==> src/sv/vision_blob_frame_parser_macros.svh <==
// Assertion macros for the blob frame parser.
`ifndef VISION_BLOB_FRAME_PARSER_MACROS_SVH
`define VISION_BLOB_FRAME_PARSER_MACROS_SVH

// Check that cons holds in the same cycle as ante.
`define VBFP_ASSERT_NOW(label, clk, rst, ante, cons) \
   label: assert property (@(posedge clk) disable iff (rst) (ante) |-> (cons)) \
      else $error("vbfp assertion failed");

// Check that cons holds in the cycle after ante.
`define VBFP_ASSERT_NEXT(label, clk, rst, ante, cons) \
   label: assert property (@(posedge clk) disable iff (rst) (ante) |=> (cons)) \
      else $error("vbfp assertion failed");

`endif

==> src/sv/vbfp_pkg.sv <==
package vbfp_pkg;

   // Objects per channel and frame that are emitted (range 1 to 4).
   localparam int MaxObjects = 4;

   localparam logic [7:0] CharDollar = 8'd36;
   localparam logic [7:0] CharHash   = 8'd35;
   localparam logic [7:0] CharAmp    = 8'd38;
   localparam logic [7:0] CharCaret  = 8'd94;
   localparam logic [7:0] CharColon  = 8'd58;

   localparam logic KindRecord = 1'b0;
   localparam logic KindFrame  = 1'b1;

   localparam logic [1:0] TagUnknown = 2'd3;
   localparam logic [1:0] LastField  = 2'd3;
   localparam logic [2:0] CountMax   = 3'd7;

   typedef enum logic [2:0] {
      PhHunt,
      PhFnum,
      PhTag,
      PhField,
      PhSep
   } phase_type;

   typedef struct packed {
      logic       kind;
      logic [1:0] channel;
      logic [1:0] index;
      logic [7:0] area;
      logic [7:0] pos_x;
      logic [7:0] pos_y;
      logic [7:0] axis;
      logic [2:0] count_a;
      logic [2:0] count_b;
      logic [2:0] count_c;
   } result_type;

   typedef struct packed {
      phase_type       phase;
      logic [7:0]      hex_accum;
      logic [1:0]      digit_count;
      logic [1:0]      field_number;
      logic [2:0][7:0] field_store;
      logic [1:0]      record_tag;
      logic [2:0][2:0] channel_counts;
   } state_type;

   typedef struct packed {
      state_type  s;
      logic       again;
      logic       push;
      result_type r;
   } step_type;

   // Frame-complete result carrying the three channel counts.
   function automatic result_type close_result(logic [2:0][2:0] counts);
      result_type r;
      r         = '0;
      r.kind    = KindFrame;
      r.count_a = counts[0];
      r.count_b = counts[1];
      r.count_c = counts[2];
      return r;
   endfunction

   // End of one hex field: store it, or finish the record on the axis field; a record past MaxObjects closes the frame.
   function automatic step_type field_done(step_type t_in);
      step_type   t;
      logic [7:0] v;
      logic [1:0] tag;
      logic [2:0] num;
      t = t_in;
      v = t.s.hex_accum;
      t.s.hex_accum = '0;
      t.s.digit_count = '0;
      if (t.s.field_number != LastField) begin
         t.s.field_store[t.s.field_number] = v;
         t.s.phase = PhSep;
      end else begin
         t.s.phase = PhTag;
         tag = t.s.record_tag;
         if (tag != TagUnknown) begin
            num = t.s.channel_counts[tag];
            if (num != CountMax) begin
               t.s.channel_counts[tag] = num + 3'd1;
            end
            if (num < 3'(MaxObjects)) begin
               t.push      = 1'b1;
               t.r         = '0;
               t.r.kind    = KindRecord;
               t.r.channel = tag;
               t.r.index   = num[1:0];
               t.r.area    = t.s.field_store[0];
               t.r.pos_x   = t.s.field_store[1];
               t.r.pos_y   = t.s.field_store[2];
               t.r.axis    = v;
            end else begin
               t.push = 1'b1;
               t.r = close_result(t.s.channel_counts);
               t.s.channel_counts = '0;
               t.s.phase = PhHunt;
            end
         end
      end
      return t;
   endfunction

   // One pass of the parser over one byte in the current phase.
   function automatic step_type parse_step(state_type s, logic [7:0] b);
      step_type   t;
      logic       hv;
      logic [3:0] hn;
      logic       sp;
      logic [1:0] dn;
      t       = '0;
      t.s     = s;
      hv      = 1'b1;
      hn      = b[3:0];
      if (b >= 8'd48 && b <= 8'd57) begin
         hn = b[3:0];
      end else if ((b >= 8'd97 && b <= 8'd102) || (b >= 8'd65 && b <= 8'd70)) begin
         hn = b[3:0] + 4'd9;
      end else begin
         hv = 1'b0;
      end
      sp = (b == 8'd32) || (b >= 8'd9 && b <= 8'd13);
      dn = s.digit_count + 2'd1;
      case (s.phase)
         PhHunt: begin
            if (b == CharDollar) begin
               t.s.phase = PhFnum;
               t.s.digit_count = '0;
               t.s.hex_accum = '0;
            end
         end
         PhFnum: begin
            if (s.digit_count == 2'd0 && sp) begin
               t.s.phase = PhFnum;
            end else if (hv) begin
               t.s.digit_count = dn;
               if (dn >= 2'd2) begin
                  t.s.phase = PhTag;
                  t.s.digit_count = '0;
               end
            end else begin
               t.s.phase = PhTag;
               t.s.digit_count = '0;
               t.again = 1'b1;
            end
         end
         PhTag: begin
            if (b == CharDollar) begin
               t.push = 1'b1;
               t.r = close_result(s.channel_counts);
               t.s.channel_counts = '0;
               t.s.phase = PhFnum;
               t.s.digit_count = '0;
            end else begin
               if (b == CharHash) begin
                  t.s.record_tag = 2'd0;
               end else if (b == CharAmp) begin
                  t.s.record_tag = 2'd1;
               end else if (b == CharCaret) begin
                  t.s.record_tag = 2'd2;
               end else begin
                  t.s.record_tag = TagUnknown;
               end
               t.s.field_number = '0;
               t.s.digit_count = '0;
               t.s.hex_accum = '0;
               t.s.phase = PhField;
            end
         end
         PhField: begin
            if (s.digit_count == 2'd0 && sp) begin
               t.s.phase = PhField;
            end else if (hv) begin
               t.s.hex_accum = {s.hex_accum[3:0], hn};
               t.s.digit_count = dn;
               if (dn >= 2'd2) begin
                  t = field_done(t);
               end
            end else if (s.digit_count == 2'd0) begin
               t.s.phase = PhHunt;
               t.again = 1'b1;
            end else begin
               t = field_done(t);
               t.again = 1'b1;
            end
         end
         PhSep: begin
            if (b == CharColon) begin
               t.s.field_number = s.field_number + 2'd1;
               t.s.digit_count = '0;
               t.s.hex_accum = '0;
               t.s.phase = PhField;
            end else begin
               t.s.phase = PhHunt;
               t.again = 1'b1;
            end
         end
         default: begin
            t.s.phase = PhHunt;
         end
      endcase
      return t;
   endfunction

endpackage

==> src/sv/vbfp_if.sv <==
// Byte input channel.
interface vbfp_req_if;
   logic       valid;
   logic       ready;
   logic [7:0] in_byte;

   modport source (output valid, output in_byte, input ready);
   modport sink (input valid, input in_byte, output ready);
endinterface

// Result channel.
interface vbfp_rsp_if;
   logic       valid;
   logic       ready;
   logic       kind;
   logic [1:0] channel;
   logic [1:0] index;
   logic [7:0] area;
   logic [7:0] pos_x;
   logic [7:0] pos_y;
   logic [7:0] axis;
   logic [2:0] count_a;
   logic [2:0] count_b;
   logic [2:0] count_c;

   modport source (output valid, output kind, output channel, output index,
                   output area, output pos_x, output pos_y, output axis,
                   output count_a, output count_b, output count_c, input ready);
   modport sink (input valid, input kind, input channel, input index,
                 input area, input pos_x, input pos_y, input axis,
                 input count_a, input count_b, input count_c, output ready);
endinterface

==> src/sv/vbfp_out_buffer.sv <==
module vbfp_out_buffer (
   input  logic                 clock,
   input  logic                 reset,
   input  logic                 in_valid,
   output logic                 in_ready,
   input  vbfp_pkg::result_type in_item,
   output logic                 out_valid,
   input  logic                 out_ready,
   output vbfp_pkg::result_type out_item
);

   logic                 out_valid_ff, out_valid_in;
   logic                 skid_valid_ff, skid_valid_in;
   vbfp_pkg::result_type out_item_ff, out_item_in;
   vbfp_pkg::result_type skid_item_ff, skid_item_in;
   logic                 take;

   assign in_ready  = !skid_valid_ff;
   assign out_valid = out_valid_ff;
   assign out_item  = out_item_ff;
   assign take      = out_valid_ff && out_ready;

   // Advance the skid into the output register, or park a new item.
   always_comb begin
      out_valid_in  = out_valid_ff;
      skid_valid_in = skid_valid_ff;
      out_item_in   = out_item_ff;
      skid_item_in  = skid_item_ff;
      if (take) begin
         if (skid_valid_ff) begin
            out_item_in   = skid_item_ff;
            skid_valid_in = 1'b0;
         end else if (in_valid) begin
            out_item_in = in_item;
         end else begin
            out_valid_in = 1'b0;
         end
      end else if (in_valid) begin
         if (!out_valid_ff) begin
            out_item_in  = in_item;
            out_valid_in = 1'b1;
         end else begin
            skid_item_in  = in_item;
            skid_valid_in = 1'b1;
         end
      end
   end

   always_ff @(posedge clock) begin
      if (reset) begin
         out_valid_ff  <= 1'b0;
         skid_valid_ff <= 1'b0;
      end else begin
         out_valid_ff  <= out_valid_in;
         skid_valid_ff <= skid_valid_in;
      end
      out_item_ff  <= out_item_in;
      skid_item_ff <= skid_item_in;
   end

endmodule

==> src/sv/vision_blob_frame_parser.sv <==
// channel  dir  handshake            payload
// req_ch   in   valid/ready          in_byte
// rsp_ch   out  valid/ready          kind, channel, index, area, pos_x, pos_y,
//                                    axis, count_a, count_b, count_c
//
// One byte is taken per cycle while req_ch is not stalled; its parser update
// finishes in the cycle it is accepted and its result, if any, is registered
// in the output buffer. A '$' ending a record's last field gives a second
// result, the frame close, which is held until the next byte is accepted.
// Synchronous reset returns the parser to hunting for the start of a frame.
// A two-entry output buffer (register plus skid) stalls req_ch only while full.
`include "vision_blob_frame_parser_macros.svh"

module vision_blob_frame_parser (
   input  logic      clock,
   input  logic      reset,
   vbfp_req_if.sink  req_ch,
   vbfp_rsp_if.source rsp_ch
);

   vbfp_pkg::state_type  state_ff, state_in;
   vbfp_pkg::result_type pend_ff, pend_in;
   logic                 pend_valid_ff, pend_valid_in;
   vbfp_pkg::state_type  chain [5];
   vbfp_pkg::step_type   step [4];
   vbfp_pkg::result_type q0, q1, res_item;
   logic [1:0]           qn;
   logic                 active;
   logic                 accept;
   logic                 res_valid;
   logic                 buf_ready;
   vbfp_pkg::result_type out_item;

   assign accept       = req_ch.valid && buf_ready;
   assign req_ch.ready = buf_ready;

   // Run the byte through up to four parser passes, collecting results.
   always_comb begin
      chain[0] = state_ff;
      q0       = '0;
      q1       = '0;
      qn       = '0;
      active   = 1'b1;
      for (int k = 0; k < 4; k++) begin
         step[k] = vbfp_pkg::parse_step(chain[k], req_ch.in_byte);
         if (active) begin
            chain[k+1] = step[k].s;
            if (step[k].push) begin
               if (qn == 2'd0) begin
                  q0 = step[k].r;
                  qn = 2'd1;
               end else if (qn == 2'd1) begin
                  q1 = step[k].r;
                  qn = 2'd2;
               end
            end
            active = step[k].again;
         end else begin
            chain[k+1] = chain[k];
         end
      end
   end

   // Emit the pending result first, hold the second result of a byte.
   always_comb begin
      state_in      = state_ff;
      pend_in       = pend_ff;
      pend_valid_in = pend_valid_ff;
      res_item      = q0;
      res_valid     = 1'b0;
      if (accept) begin
         state_in = chain[4];
         if (pend_valid_ff) begin
            res_item  = pend_ff;
            res_valid = 1'b1;
            if (qn != 2'd0) begin
               pend_in = q0;
            end else begin
               pend_valid_in = 1'b0;
            end
         end else if (qn != 2'd0) begin
            res_valid = 1'b1;
            if (qn == 2'd2) begin
               pend_in       = q1;
               pend_valid_in = 1'b1;
            end
         end
      end
   end

   always_ff @(posedge clock) begin
      if (reset) begin
         state_ff.phase          <= vbfp_pkg::PhHunt;
         state_ff.hex_accum      <= '0;
         state_ff.digit_count    <= '0;
         state_ff.field_number   <= '0;
         state_ff.record_tag     <= '0;
         state_ff.channel_counts <= '0;
         pend_valid_ff           <= 1'b0;
      end else begin
         state_ff.phase          <= state_in.phase;
         state_ff.hex_accum      <= state_in.hex_accum;
         state_ff.digit_count    <= state_in.digit_count;
         state_ff.field_number   <= state_in.field_number;
         state_ff.record_tag     <= state_in.record_tag;
         state_ff.channel_counts <= state_in.channel_counts;
         pend_valid_ff           <= pend_valid_in;
      end
      state_ff.field_store <= state_in.field_store;
      pend_ff              <= pend_in;
   end

   vbfp_out_buffer u_out_buffer (
      .clock     (clock),
      .reset     (reset),
      .in_valid  (res_valid),
      .in_ready  (buf_ready),
      .in_item   (res_item),
      .out_valid (rsp_ch.valid),
      .out_ready (rsp_ch.ready),
      .out_item  (out_item)
   );

   assign rsp_ch.kind    = out_item.kind;
   assign rsp_ch.channel = out_item.channel;
   assign rsp_ch.index   = out_item.index;
   assign rsp_ch.area    = out_item.area;
   assign rsp_ch.pos_x   = out_item.pos_x;
   assign rsp_ch.pos_y   = out_item.pos_y;
   assign rsp_ch.axis    = out_item.axis;
   assign rsp_ch.count_a = out_item.count_a;
   assign rsp_ch.count_b = out_item.count_b;
   assign rsp_ch.count_c = out_item.count_c;

   // A stalled input means a result is waiting at the output.
   `VBFP_ASSERT_NOW(a_stall_has_result, clock, reset, !req_ch.ready, rsp_ch.valid)
   // A held second result only follows a frame close by '$'.
   `VBFP_ASSERT_NOW(a_pend_after_close, clock, reset, pend_valid_ff,
                    state_ff.phase == vbfp_pkg::PhFnum)
   // A pending result drains on an accepted byte that makes no new result.
   `VBFP_ASSERT_NEXT(a_pend_drains, clock, reset, pend_valid_ff && accept && qn == 2'd0, !pend_valid_ff)

endmodule
==> src/flat_wrapper.sv <==
// flat-port wrapper written by rule: the top's interface ports become plain ports
module vision_blob_frame_parser_flat 
  (clock, reset, req_ch_valid, req_ch_in_byte, req_ch_ready, rsp_ch_valid, rsp_ch_kind, rsp_ch_channel, rsp_ch_index, rsp_ch_area, rsp_ch_pos_x, rsp_ch_pos_y, rsp_ch_axis, rsp_ch_count_a, rsp_ch_count_b, rsp_ch_count_c, rsp_ch_ready);
  vbfp_req_if req_ch_i ();
  vbfp_rsp_if rsp_ch_i ();
  input  logic clock;
  input  logic reset;
  input wire logic [$bits(req_ch_i.valid)-1:0] req_ch_valid;
  input wire logic [$bits(req_ch_i.in_byte)-1:0] req_ch_in_byte;
  output wire logic [$bits(req_ch_i.ready)-1:0] req_ch_ready;
  output wire logic [$bits(rsp_ch_i.valid)-1:0] rsp_ch_valid;
  output wire logic [$bits(rsp_ch_i.kind)-1:0] rsp_ch_kind;
  output wire logic [$bits(rsp_ch_i.channel)-1:0] rsp_ch_channel;
  output wire logic [$bits(rsp_ch_i.index)-1:0] rsp_ch_index;
  output wire logic [$bits(rsp_ch_i.area)-1:0] rsp_ch_area;
  output wire logic [$bits(rsp_ch_i.pos_x)-1:0] rsp_ch_pos_x;
  output wire logic [$bits(rsp_ch_i.pos_y)-1:0] rsp_ch_pos_y;
  output wire logic [$bits(rsp_ch_i.axis)-1:0] rsp_ch_axis;
  output wire logic [$bits(rsp_ch_i.count_a)-1:0] rsp_ch_count_a;
  output wire logic [$bits(rsp_ch_i.count_b)-1:0] rsp_ch_count_b;
  output wire logic [$bits(rsp_ch_i.count_c)-1:0] rsp_ch_count_c;
  input wire logic [$bits(rsp_ch_i.ready)-1:0] rsp_ch_ready;
  assign req_ch_i.valid = req_ch_valid;
  assign req_ch_i.in_byte = req_ch_in_byte;
  assign req_ch_ready = req_ch_i.ready;
  assign rsp_ch_valid = rsp_ch_i.valid;
  assign rsp_ch_kind = rsp_ch_i.kind;
  assign rsp_ch_channel = rsp_ch_i.channel;
  assign rsp_ch_index = rsp_ch_i.index;
  assign rsp_ch_area = rsp_ch_i.area;
  assign rsp_ch_pos_x = rsp_ch_i.pos_x;
  assign rsp_ch_pos_y = rsp_ch_i.pos_y;
  assign rsp_ch_axis = rsp_ch_i.axis;
  assign rsp_ch_count_a = rsp_ch_i.count_a;
  assign rsp_ch_count_b = rsp_ch_i.count_b;
  assign rsp_ch_count_c = rsp_ch_i.count_c;
  assign rsp_ch_i.ready = rsp_ch_ready;
  vision_blob_frame_parser u_core (.clock(clock), .reset(reset), .req_ch(req_ch_i), .rsp_ch(rsp_ch_i));
endmodule
==> config.mk <==
export PLATFORM = sky130hd
export DESIGN_NAME = vision_blob_frame_parser_flat
export DESIGN_NICKNAME = d
export VERILOG_FILES = /design/src/sv/vbfp_pkg.sv /design/src/sv/vbfp_if.sv /design/src/sv/vbfp_out_buffer.sv /design/src/sv/vision_blob_frame_parser.sv /design/src/flat_wrapper.sv
export VERILOG_INCLUDE_DIRS = /design/src /design/src/sv
export SDC_FILE = /design/constraint.sdc
export NUM_CORES = 1
export LEC_CHECK = 0
export ABC_CLOCK_PERIOD_IN_PS = 18800
export BUFFER_PORTS_ARGS = -buffer_cell sky130_fd_sc_hd__buf_2
export CAP_MARGIN = 20
export CELL_PAD_IN_SITES_DETAIL_PLACEMENT = 0
export CELL_PAD_IN_SITES_GLOBAL_PLACEMENT = 1
export CORE_ASPECT_RATIO = 1.5
export CORE_UTILIZATION = 52
export CTS_CLUSTER_DIAMETER = 200
export CTS_CLUSTER_SIZE = 20
export DETAILED_ROUTE_END_ITERATION = 10
export GPL_ROUTABILITY_DRIVEN = 0
export PLACE_DENSITY = 0.89
export SYNTH_ARGS = -nofsm -noshare
export SYNTH_HDL_FRONTEND = slang
export SYNTH_SLANG_ARGS = --single-unit
==> constraint.sdc <==
create_clock -name clock -period 18.8 [get_ports clock]
set_input_delay 1.88 -clock clock [delete_from_list [all_inputs] [get_ports clock]]
set_output_delay 1.88 -clock clock [all_outputs]
set_load 0.1 [all_outputs]
# Yosys cells after proc, flatten, opt, wreduce, memory -nomap -nowiden
# Index checks and enable logic that the tools add are counted.
[classes]
n_eq_ne = 41
addsub = 13
muxes = 282
magnitude_cmp = 32
n_bitwise = 1
reduce_logical = 42
[ops]
columns = ["cell", "count"]
rows = [
  ["46-bit 2-to-1 mux", 41],
  ["47-bit 2-to-1 mux", 28],
  ["98-bit 2-to-1 mux", 8],
  ["95-bit 2-to-1 mux", 4],
  ["47-bit one-hot mux with 2 select lines", 4],
  ["24-bit 2-to-1 mux", 12],
  ["24-bit bitwise mux", 8],
  ["9-bit 2-to-1 mux", 20],
  ["50-bit 2-to-1 mux", 3],
  ["8-bit one-hot mux with 4 select lines", 4],
  ["3-bit 2-to-1 mux", 35],
  ["11-bit one-hot mux with 2 select lines", 4],
  ["2-bit 2-to-1 mux", 41],
  ["8-bit demux with 2-bit select", 4],
  ["8-bit 2-to-1 mux", 8],
  ["3-bit one-hot mux with 5 select lines", 4],
  ["13-bit 2-to-1 mux", 4],
  ["12-bit 2-to-1 mux", 4],
  ["8-bit by 6-bit == test with 1-bit output, second input constant", 5],
  ["2-bit one-hot mux with 5 select lines", 4],
  ["9-bit bitwise mux", 4],
  ["3-bit binary-select mux with 2-bit select", 4],
  ["3-bit demux with 2-bit select", 4],
  ["3-bit by 2-bit == test with 1-bit output, second input constant", 8],
  ["36 further kinds", 146],
]
[word_totals]
reg_bits = 191
word_cells = 455
input_bits = 12
out_inout_bits = 48

# Logic depth before layout (Yosys ltp)
# Gate-level depths: netlist (run 1).
[logic_depth]
depth_word = 63
mapped_depth = 24
depth_no_buf = 23

# Cells and area by module
# Synthesis (run 1) repeated with hierarchy kept, for this count alone.
[hier_totals]
hier_cells = 941
area_unflattened_um2 = 10408.7
[by_module_without_submodules]
columns = ["mod", "instances", "seq_area_each_um2", "cells_each", "area_per_inst_um2"]
rows = [
  ["vision_blob_frame_parser", 1, 2642.5, 786, 6952.9],
  ["vbfp_out_buffer", 1, 2802.7, 155, 3455.8],
]

# Least setup slack after synthesis (run 1)
# Ideal clock, no wire load.
[synth_path]
path_type = "input -> register"
start = "input port req_ch_in_byte[0]"
end = "register u_core.u_out_buffer.out_item_ff (netlist bit u_core.u_out_buffer.out_item[0]), enable pin"
cell_stages = 22
setup_time_ps = 519
slack_ps = 9515
arrival_time_ps = 8766
cell_sequence = "inv_1 ha_1 inv_1 o311a_1 buf_2 nor2_2 a21oi_1 o21ai_0 a32o_1 inv_1 ha_1 nor2_1 or4_4 o21ai_0 ha_1 nand2_1 o21ai_1 inv_1 a31oi_1 inv_1 ha_1 a211oi_1"
[synth_between]
elab_chain_len = 43
word_cells_on_any_way = 205
classes_between = "add/sub: 6; order compare: 15; eq/ne: 26; mux: 135; reduce/logical: 23"
[synth_rtl]
columns = ["element", "line_no", "source"]
rows = [
  ["from (decl)", "flat_wrapper.sv:9", "input wire logic [$bits(req_ch_i.in_byte)-1:0] req_ch_in_byte;"],
  ["8-bit by 7-bit greater-or-equal comparator with 1-bit output / 8-bit by 7-bit less-or-equal comparator with 1-bit output (equally long branches)", "vbfp_pkg.sv:123", "end else if ((b >= 8'd97 && b <= 8'd102) || (b >= 8'd65 && b <= 8'd70)) begin"],
  ["1-bit logical AND", "vbfp_pkg.sv:123", ""],
  ["1-bit logical OR", "vbfp_pkg.sv:123", ""],
  ["1-bit 2-to-1 mux", "vbfp_pkg.sv:123", ""],
  ["1-bit 2-to-1 mux", "vbfp_pkg.sv:121", "if (b >= 8'd48 && b <= 8'd57) begin"],
  ["98-bit 2-to-1 mux", "vbfp_pkg.sv:179", "end else if (hv) begin"],
  ["95-bit 2-to-1 mux", "vbfp_pkg.sv:177", "if (s.digit_count == 2'd0 && sp) begin"],
  ["11-bit one-hot mux with 2 select lines", "vbfp_pkg.sv:130", "case (s.phase)"],
  ["[... 27 more ...]", "n/a", ""],
  ["2-bit 2-to-1 mux", "vision_blob_frame_parser.sv:48", "if (step[k].push) begin"],
  ["2-bit 2-to-1 mux (*)", "vision_blob_frame_parser.sv:46", "if (active) begin"],
  ["2-bit nonzero test (*)", "vision_blob_frame_parser.sv:81", "end else if (qn != 2'd0) begin"],
  ["1-bit 2-to-1 mux (*)", "vision_blob_frame_parser.sv:81", ""],
  ["1-bit 2-to-1 mux (*)", "vision_blob_frame_parser.sv:73", "if (pend_valid_ff) begin"],
  ["1-bit 2-to-1 mux (*)", "vision_blob_frame_parser.sv:71", "if (accept) begin"],
  ["2-bit nonzero test (no line)", "n/a", ""],
  ["3-bit AND reduction (no line) (*)", "n/a", ""],
  ["to (signal assigned)", "vbfp_out_buffer.sv:57", "out_item_ff <= out_item_in;"],
  ["to (decl)", "vbfp_out_buffer.sv:14", "vbfp_pkg::result_type out_item_ff, out_item_in;"],
]
# Every way passes the cells marked *; elsewhere a longest branch is shown, timed or not. The select of a mux whose other input is x is not followed.
# A chain may end at the register's enable or synchronous reset.

# Worst setup path after layout (run 1)
[layout_path]
start = "input port req_ch_in_byte[0]"
end = "register u_core.u_out_buffer.out_item_ff (netlist bit u_core.u_out_buffer.out_item[24]), enable pin"
# The elaborated chain is that of the path after synthesis.

==> results.json, run 1 <==
{
  "outcome": "complete, no violations",
  "synth_seq_cells": 191,
  "report.final.slew_viol_count": 0,
  "ant_nets": 0,
  "diodes": 0,
  "synth.area.top_cells": "edfxtp_1 (50%), dfxtp_1 (5.9%), nand2_1 (5.2%)",
  "slowest_delay_ns": 0.64,
  "final_nets": 1034,
  "detailroute.via_count": 7566,
  "path_delay_family": "compound AO/OA/AOI/OAI gates",
  "drive_gt1_share_pct": 15.0,
  "ys.flop_type": "edfxtp_1",
  "first_global_vias": 7274,
  "worstSetupPathType": "in -> reg",
  "hold_path.class": "reg -> reg",
  "drt-initial-drc-count": 617,
  "rsz0062_at_grt": "no",
  "synthTopCellsByCount": "edfxtp_1 (162), nand2_1 (136), nor2_1 (128), nand3_1 (53), a21oi_1 (52)",
  "crit_fanout": 46,
  "core_area_sq_um": 18500,
  "start_util_pct": 53.0,
  "tightest_slew_ns": 1.05,
  "cts_root_buf": "clkbuf_16",
  "avgSynthCellArea_sq_um": 10.2,
  "finalSetupTns_ns": 0,
  "clockBufferDepth": 2,
  "max_freq_ghz": 0.142,
  "clkSinkCount": 191,
  "cts_inserted_buffers": 17,
  "p_per_area_nw_per_um2": 76.4,
  "grtUsageTotal_pct": 25.4,
  "fin_crit_sh_pct": 37.4,
  "wl_mm": 23.9,
  "dpl.hpwl_mm": 16.9,
  "synth_warnings": 0,
  "syn_area_sq_um": 9820,
  "ir_worst_vdd_v": 0.0000439,
  "worst_ep_required_time_ns": 18.86,
  "die_y_um": 170,
  "utilization_pct": 58.9,
  "synth_nets": 997,
  "antenna_found_initial": 0,
  "postCtsSetupRepairBufs": 0,
  "wl_per_cell_um": 18.9,
  "yosysSeqAreaShare_pct": 55.4,
  "postSynthCellCount": 965,
  "drc": 0,
  "period_minus_slack_ns": 7.03,
  "critPathMostFrequentCell": "inv_1",
  "cap_violations": 0,
  "hold_viol": 0,
  "timing.hold.ws_ns": 0.484,
  "cts_hold_buffers": 0,
  "grt.overflow.total": 0,
  "cts_tree": "done",
  "startpoint_type": "primary input",
  "grt_pass1_wl_mm": 37.8,
  "clock_latency_ns": 0.43,
  "dpl-instance-area_sq_um": 10400,
  "clk_pin_slew_ns": 0.07,
  "cts.htree.levels": 4,
  "yosysUniqueCellTypes": 79,
  "portBuffers": 59,
  "dieArea_sq_um": 19500,
  "async_flop_share_pct": 0,
  "arrival_ns": 7.09,
  "drt-vias-per-instance": 5.98,
  "dr.pass1.iters": 4,
  "slew_headroom_pct": 30.0,
  "synth_top_area_cell": "edfxtp_1",
  "fp-row-count": 61,
  "critical_path_buf_inv_count": 7,
  "finalSetupViolations": 0,
  "postLayoutCellArea_sq_um": 10900,
  "synth_top_cell_area_share_pct": 49.5,
  "synth_edf_count": 162,
  "crit_chain": "buf_2 -> inv_1 -> ha_1 -> inv_1 -> o311a_1 -> nor2_2 -> a21oi_1 -> o21ai_0 -> a32o_1 -> inv_1 -> ha_1 -> nor2_1 -> or4_4 -> o21ai_0 -> ha_1 -> nand2_1 -> o21ai_1 -> inv_1 -> a31oi_1 -> inv_1 -> ha_1 -> a211oi_4 -> buf_4",
  "power.leakage_nw": 3.84,
  "grt_start_max_net_pins": 67,
  "synth_most_common_cell": "edfxtp_1",
  "io_pins": 60,
  "area_delta_synth_final_pct": 11.2,
  "cts_resized": 0,
  "die_x_um": 114,
  "fin_skew_ns": 0.0112,
  "worst_setup_path_end_kind": "register",
  "totalPowerFinal_w": 0.000834,
  "cp_slowest_cell": "nor2_2"
}
## stage by stage
stage | setup slack [ns] | std cells
floorplan | 9.52 | 965
global placement | 11.55 | 1234
detailed placement | 11.37 | 1235
CTS | 11.81 | 1266
global route | 11.26 | 1266
finish | 11.77 | 1266
## final cells by class
cell class | count | area, sq um
fillers | 1613 | 7620
inverters | 24 | 90.1
clock inverters | 14 | 129
multi-input cells | 697 | 4120
repair buffers | 71 | 398
well taps | 252 | 315
clock buffers | 17 | 425
flip-flops and latches | 191 | 5450
## worst register-to-register path, cell delays in order (launching register included)
cell	delay (ns)
dfxtp_1	0.44
inv_1	0.12
nor2_1	0.36
nand2_1	0.09
o21ai_0	0.32
a32o_1	0.22
inv_1	0.07
ha_1	0.30
nor2_1	0.07
or4_4	0.55
o21ai_0	0.22
ha_1	0.16
nand2_1	0.04
o21ai_1	0.07
inv_1	0.09
a31oi_1	0.24
inv_1	0.12
ha_1	0.22
a211oi_4	0.15
buf_4	0.50
## state kept, by name, indices dropped and copies added, names as in the netlist
register,cells
u_core.chain,50
u_core.pend_ff,46
u_core.pend_valid_ff,1
u_core.u_out_buffer.out_item,46
u_core.u_out_buffer.out_valid,1
u_core.u_out_buffer.skid_item_ff,46
u_core.u_out_buffer.skid_valid_ff,1
## cells in the final DEF (no fill, tap or decap), types with 5 or more instances in the layout
cell type and n:
edfxtp_1 162, nand2_1 136, nor2_1 126, buf_2 59
nand3_1 52, a21oi_1 52, a31oi_1 32, and3_1 31
o21ai_0 31, dfxtp_1 29, inv_1 22, nor3_1 22
ha_1 20, clkbuf_16 17, a22o_1 16, mux2_2 11
buf_4 11, o31ai_1 8, o21ai_1 7, a32o_1 7
a32oi_1 7, mux2i_1 6, nor3b_1 6, nor2b_1 6
and2_1 6, o22ai_1 6, o2bb2ai_1 6, o21a_1 5
nand2b_1 5, o21ai_2 5, or2_2 5
## worst paths after layout
check,start,endpoint,slack [ns],cells after the start
min reg2reg,u_core.chain[237],u_core.chain[237],0.48,2
min,u_core.chain[237],u_core.chain[237],0.48,2
max reg2reg,u_core.chain[247],u_core.u_out_buffer.out_item[24],14.04,19
max,req_ch_in_byte[0],u_core.u_out_buffer.out_item[24],11.77,23
## logic make-up (layout without fill, tap and decap cells)
kind of cell / count (synthesis) / in the layout / share of synthesized area, %
AOI/OAI and AO/OA: 229 / 229 / 16.3
xor gates and xnor gates: 4 / 4 / 0.357
adders and majority gates: 20 / 20 / 2.55
buffers and inverters: 77 / 126 / 3.07
DFF: 191 / 191 / 55.4
muxes: 19 / 19 / 2.10
and+or+nand+nor: 425 / 425 / 20.2
## power breakdown
| part | switching (W) | total [W] | internal, W |
|---|---|---|---|
| logic | 0.0000217 | 0.0000323 | 0.0000106 |
| clock network | 0.000168 | 0.000342 | 0.000174 |
| registers | 0.00000366 | 0.000460 | 0.000456 |
## metal layers
layer	share of wire, %	vias up	GRT usage (%)
met5	0	-	0
met4	4.6	0	13.6
met3	3.9	59	3.56
met2	52	258	45.1
met1	39	3581	29.5
li1	-	3668	-
(Power assumes the default switching activity.)
==> inputs of run 2 (changes only) <==
--- a/config.mk
+++ b/config.mk
@@ -6,18 +6,18 @@
 export SDC_FILE = /design/constraint.sdc
 export NUM_CORES = 1
 export LEC_CHECK = 0
-export ABC_CLOCK_PERIOD_IN_PS = 18800
+export ABC_CLOCK_PERIOD_IN_PS = 6520
 export BUFFER_PORTS_ARGS = -buffer_cell sky130_fd_sc_hd__buf_2
 export CAP_MARGIN = 20
 export CELL_PAD_IN_SITES_DETAIL_PLACEMENT = 0
 export CELL_PAD_IN_SITES_GLOBAL_PLACEMENT = 1
 export CORE_ASPECT_RATIO = 1.5
-export CORE_UTILIZATION = 52
+export CORE_UTILIZATION = 48
 export CTS_CLUSTER_DIAMETER = 200
 export CTS_CLUSTER_SIZE = 20
 export DETAILED_ROUTE_END_ITERATION = 10
 export GPL_ROUTABILITY_DRIVEN = 0
-export PLACE_DENSITY = 0.89
+export PLACE_DENSITY = 0.83
 export SYNTH_ARGS = -nofsm -noshare
 export SYNTH_HDL_FRONTEND = slang
 export SYNTH_SLANG_ARGS = --single-unit
==> constraint.sdc (replaced) <==
create_clock -name clock -period 6.52 [get_ports clock]
set_input_delay 0.652 -clock clock [delete_from_list [all_inputs] [get_ports clock]]
set_output_delay 0.652 -clock clock [all_outputs]
set_load 0.1 [all_outputs]
==> run 2 against run 1 <==
Sequential share of layout area shrank 0.43 points. Combinational power grew to 2.9 times the previous value. Hold slack lost 0.0063 ns. Register-to-register slack lost 12 ns.
==> results.json, run 2 (synthesized netlist as in run 1, its figures left out) <==
{
  "outcome": "complete, no violations",
  "hold_viol": 0,
  "grt.overflow.total": 0,
  "power.share.clock_pct": 42.3,
  "utilization_pct": 55.3,
  "p_per_area_nw_per_um2": 223,
  "worstSetupPathType": "in -> reg",
  "finalSetupViolations": 0,
  "postCtsSetupRepairBufs": 0,
  "cts_root_buf": "clkbuf_16",
  "clk_pin_slew_ns": 0.07,
  "ant_nets": 0,
  "drc": 0,
  "seq_power_share_pct": 53.9,
  "cp_slowest_cell": "nor2_2",
  "slew_headroom_pct": 31.4,
  "final_nets": 1039,
  "grt_start_max_net_pins": 67,
  "worst_ep_required_time_ns": 6.64,
  "swShare_pct": 22.1,
  "cts_resized": 0,
  "mostFrequentLayoutCells": "edfxtp_1 (162), nand2_1 (136), nor2_1 (126)",
  "die_x_um": 119,
  "dr.pass1.iters": 5,
  "drt-initial-drc-count": 530,
  "start_util_pct": 49.2,
  "cts_tree": "done",
  "period_minus_slack_ns": 5.48,
  "max_freq_ghz": 0.183,
  "dpl-instance-area_sq_um": 10400,
  "report.final.slew_viol_count": 0,
  "finalSetupTns_ns": 0,
  "core_area_sq_um": 19900,
  "crit_chain": "buf_2 -> inv_1 -> ha_1 -> inv_1 -> o311a_1 -> nor2_2 -> a21oi_1 -> o21ai_0 -> a32o_1 -> inv_1 -> ha_1 -> nor2_1 -> or4_4 -> o21ai_0 -> ha_1 -> nand2_1 -> o21ai_1 -> inv_1 -> a31oi_1 -> inv_1 -> ha_1 -> a211oi_4 -> buf_12",
  "dp_cells": 1248,
  "slowest_delay_ns": 0.63,
  "p_sw_w": 0.000543,
  "critical_path_buf_inv_count": 7,
  "detailroute.via_count": 7501,
  "ir_worst_vdd_v": 0.000121,
  "first_global_vias": 7013,
  "worst_setup_path_end_kind": "register",
  "largest_register_ffs": 50,
  "grtUsageTotal_pct": 23.7,
  "power.leakage_nw": 3.86,
  "dpl.hpwl_mm": 16.8,
  "io_pins": 60,
  "diodes": 0,
  "wl_mm": 23.8,
  "drt-vias-per-instance": 5.86,
  "finalNonFillerCells": 1280,
  "fin_crit_sh_pct": 84.0,
  "cts_inserted_buffers": 17,
  "grt_pass1_wl_mm": 38.2,
  "rsz0062_at_grt": "no",
  "clockBufferDepth": 2,
  "startpoint_type": "primary input",
  "antenna_found_initial": 0,
  "cts_hold_buffers": 0,
  "intPower_w": 0.00192,
  "clock_latency_ns": 0.44,
  "postLayoutCellArea_sq_um": 11000,
  "fp-row-count": 63,
  "tightest_slew_ns": 1.03,
  "clkSinkCount": 191,
  "cap_violations": 0,
  "drive_gt1_share_pct": 15.5,
  "dieArea_sq_um": 21000,
  "final_common_cell": "edfxtp_1",
  "fin_skew_ns": 0.00992,
  "path_delay_family": "compound AO/OA/AOI/OAI gates",
  "portBuffers": 59,
  "area_delta_synth_final_pct": 12.2,
  "power_frac_comb_pct": 3.9,
  "wl_per_cell_um": 18.6,
  "arrival_ns": 5.59,
  "cts.htree.levels": 4,
  "critPathMostFrequentCell": "inv_1",
  "crit_fanout": 46,
  "die_y_um": 177,
  "hold_path.class": "reg -> reg"
}
-- run 2: cell types whose count changed in the layout (fill, tap and decap cells not counted), moves of 2 or more --
cell / previous run / this run
clkinvlp_4: 2 / 7
buf_4: 11 / 15
inv_8: 4 / 0
clkinv_4: 2 / 0
bufinv_16: 0 / 2
-- run 2: worst reg2reg max path, delay by kind of cell, from the launching register on --
family                   cells  cell delay, ns
AO/OA/AOI/OAI                6            1.29
AND/OR/NAND/NOR              4            0.90
flip-flops                   1            0.73
buffers and inverters        3            0.50
adder cells (fa/ha/maj)      2            0.38
multiplexers                 1            0.31
-- run 2: layout make-up --
cell class / instances / area (sq um)
Fill cell: 1805 / 8920
Sequential cell: 191 / 5450
Multi-Input combinational cell: 697 / 4120
Timing Repair Buffer: 76 / 448
Clock buffer: 18 / 429
Tap cell: 260 / 325
Clock inverter: 14 / 160
Inverter: 24 / 90.1
-- run 2: path summary, 6_finish.rpt --
| check | start | end | slack [ns] | depth (start not counted) |
|---|---|---|---|---|
| worst max-delay path | req_ch_in_byte[0] | u_core.u_out_buffer.out_item[12] | 1.04 | 23 |
| worst min-delay path | u_core.chain[237] | u_core.chain[237] | 0.48 | 2 |
| worst max register to register | u_core.chain[210] | u_core.u_out_buffer.out_item[12] | 2.05 | 16 |
| worst min register to register | u_core.chain[237] | u_core.chain[237] | 0.48 | 2 |
-- run 2: stage by stage --
step | worst slack, ns | total power [W] | hold WS (ns)
global placement | 0.766 | 0.00144 | 0.467
finish | 1.04 | 0.00246 | 0.478
detailed placement | 0.613 | 0.00145 | 0.469
floorplan | 0.0458 | 0.00141 | 0.449
CTS | 1.05 | 0.00248 | 0.471
global route | 0.512 | 0.00253 | 0.494
-- run 2: routing by layer --
| metal | GRT usage, % | wire [um] | vias to the layer above |
|---|---|---|---|
| li1 | - | - | 3685 |
| met1 | 27.3 | 9390 | 3560 |
| met2 | 42.6 | 12600 | 203 |
| met3 | 3.45 | 915 | 53 |
| met4 | 12.0 | 920 | 0 |
| met5 | 0 | 0 | - |
-- run 2: power groups by stage --
stage	clock network (W)	logic [W]	registers, W
finish	0.00104	0.0000950	0.00133
floorplan	0	0.0000672	0.00135
global placement	0	0.0000922	0.00135
global route	0.00110	0.000104	0.00133
CTS	0.00106	0.0000939	0.00132
detailed placement	0	0.0000934	0.00135
==> inputs of run 3 (changes only) <==
--- a/config.mk
+++ b/config.mk
@@ -6,7 +6,7 @@
 export SDC_FILE = /design/constraint.sdc
 export NUM_CORES = 1
 export LEC_CHECK = 0
-export ABC_CLOCK_PERIOD_IN_PS = 6520
+export ABC_CLOCK_PERIOD_IN_PS = 5500
 export BUFFER_PORTS_ARGS = -buffer_cell sky130_fd_sc_hd__buf_2
 export CAP_MARGIN = 20
 export CELL_PAD_IN_SITES_DETAIL_PLACEMENT = 0
==> constraint.sdc (replaced) <==
create_clock -name clock -period 5.5 [get_ports clock]
set_input_delay 0.55 -clock clock [delete_from_list [all_inputs] [get_ports clock]]
set_output_delay 0.55 -clock clock [all_outputs]
set_load 0.1 [all_outputs]
==> run 3 against run 2 <==
Register-to-register slack got worse by 1.0 ns. Die area did not move. First-iteration DRC count rose by 5.8%. Cell area rose by 0.92%. Wire length rose by 2.2%. Sequential power rose by 18%. Critical endpoint is now u_core.u_out_buffer.out_item[28]. Highest routed layer unchanged.
==> results.json, run 3 (synthesized netlist as in run 1, its figures left out) <==
{
  "postCtsSetupRepairBufs": 0,
  "p_per_area_nw_per_um2": 265,
  "arrival_ns": 4.89,
  "critPathMostFrequentCell": "inv_1",
  "worst_setup_path_end_kind": "register",
  "clk_pin_slew_ns": 0.07,
  "clkSinkCount": 191,
  "hold_path.class": "in -> reg",
  "wl_mm": 24.4,
  "reg2regPathDepth": 18,
  "cts_resized": 0,
  "grt_start_max_net_pins": 67,
  "period_minus_slack_ns": 4.78,
  "dpl.hpwl_mm": 17.1,
  "fin_skew_ns": 0.00730,
  "mostFrequentLayoutCells": "edfxtp_1 (162), nand2_1 (136), nor2_1 (126)",
  "first_global_vias": 7286,
  "dieArea_sq_um": 21000,
  "cts_root_buf": "clkbuf_16",
  "slowest_delay_ns": 0.53,
  "cts_tree": "done",
  "drive_gt1_share_pct": 16.3,
  "detailroute.via_count": 7607,
  "portBuffers": 59,
  "clock_latency_ns": 0.43,
  "cp_slowest_cell": "or4_4",
  "worstSetupPathType": "in -> reg",
  "cts_hold_buffers": 0,
  "max_freq_ghz": 0.209,
  "critical_path_buf_inv_count": 6,
  "dpl-instance-area_sq_um": 10500,
  "hold_viol": 0,
  "final_nets": 1047,
  "postLayoutCellArea_sq_um": 11100,
  "wl_per_cell_um": 18.9,
  "power.leakage_nw": 3.93,
  "core_area_sq_um": 19900,
  "grtUsageTotal_pct": 24.1,
  "outcome": "complete, no violations",
  "start_util_pct": 49.2,
  "drt-initial-drc-count": 561,
  "worstHoldStart": "rsp_ch_ready",
  "largest_register_ffs": 50,
  "worst_ep_required_time_ns": 5.61,
  "fill_cells": 1820,
  "grt.overflow.total": 0,
  "fin_crit_sh_pct": 86.9,
  "dr.pass1.iters": 4,
  "die_x_um": 119,
  "path_delay_family": "compound AO/OA/AOI/OAI gates",
  "area_delta_synth_final_pct": 13.2,
  "finalSetupTns_ns": 0,
  "report.final.slew_viol_count": 0,
  "cts.htree.levels": 4,
  "worstHoldPathCells": 2,
  "tightest_slew_ns": 0.719,
  "antenna_found_initial": 0,
  "final_common_cell": "edfxtp_1",
  "timing.hold.ws_ns": 0.393,
  "drt-vias-per-instance": 5.91,
  "die_y_um": 177,
  "cts_inserted_buffers": 17,
  "rsz0062_at_grt": "no",
  "diodes": 0,
  "crit_fanout": 46,
  "clockBufferDepth": 2,
  "ir_worst_vdd_v": 0.000153,
  "finalSetupViolations": 0,
  "startpoint": "req_ch_in_byte[0]",
  "ant_nets": 0,
  "io_pins": 60,
  "grt_pass1_wl_mm": 39.0,
  "cap_violations": 0,
  "worst-path-stages": 23,
  "fp-row-count": 63,
  "crit_chain": "buf_2 -> inv_1 -> ha_2 -> xnor2_1 -> o21ai_0 -> a211oi_1 -> a21oi_1 -> o21ai_1 -> a32o_1 -> inv_1 -> ha_1 -> nor2_1 -> or4_4 -> o21ai_1 -> ha_1 -> nand2_1 -> o21ai_1 -> inv_1 -> a31oi_1 -> inv_1 -> ha_2 -> a211oi_4 -> buf_12",
  "drc": 0,
  "slew_headroom_pct": 52.0,
  "startpoint_type": "primary input",
  "reg2reg_from": "u_core.chain[237]"
}
==> run 3: changes by cell type in the layout (fill, tap and decap cells not counted), moves of 2 or more <==
cell and delta:
inv_6 +2, ha_1 -2, buf_4 +7, ha_2 +2
o21ai_0 -2, o21ai_1 +2, inv_8 +2, clkinvlp_4 -4
==> run 3: area by class of cell <==
| class | instances | area [sq um] | share of cell area [%] |
|---|---|---|---|
| clock buffer | 17 | 425 | 3.83 |
| clock inverter | 15 | 175 | 1.58 |
| inverter | 24 | 90.1 | 0.810 |
| multi-input combinational | 697 | 4140 | 37.2 |
| sequential | 191 | 5450 | 49.0 |
| tap | 260 | 325 | 2.93 |
| timing repair buffer | 84 | 520 | 4.68 |
==> run 3: report_power, final <==
part	switching (W)	total, W	leakage (nW)	internal (W)
sequential	0.0000120	0.00157	1.64	0.00156
clock	0.000574	0.00126	0.288	0.000685
combinational	0.0000775	0.000117	1.99	0.0000398
==> run 3: metal layers <==
metal  part of all wire, %  track usage, %
met5                     0               0
met4                   4.2            12.8
met3                   3.4            3.32
met2                    52            42.7
met1                    40            28.1
==> run 3: worst paths after layout <==
check                                                          to  slack (ns)
worst max-delay path             u_core.u_out_buffer.out_item[28]        0.72
worst min-delay path            u_core.u_out_buffer.skid_valid_ff        0.39
worst max register to register   u_core.u_out_buffer.out_item[28]        1.02
worst min register to register                  u_core.chain[237]        0.49
==> run 3: stage by stage <==
stage                     instances  util [%]  power [W]  setup WS [ns]
after CTS                      1287      55.7    0.00296          0.755
after detailed placement       1255      52.7    0.00172          0.323
after global placement         1255      52.7    0.00172          0.441
after floorplan                 965         -    0.00168        0.00832
after global routing           1288      55.8    0.00304          0.311
final                          1288      55.8    0.00295          0.719
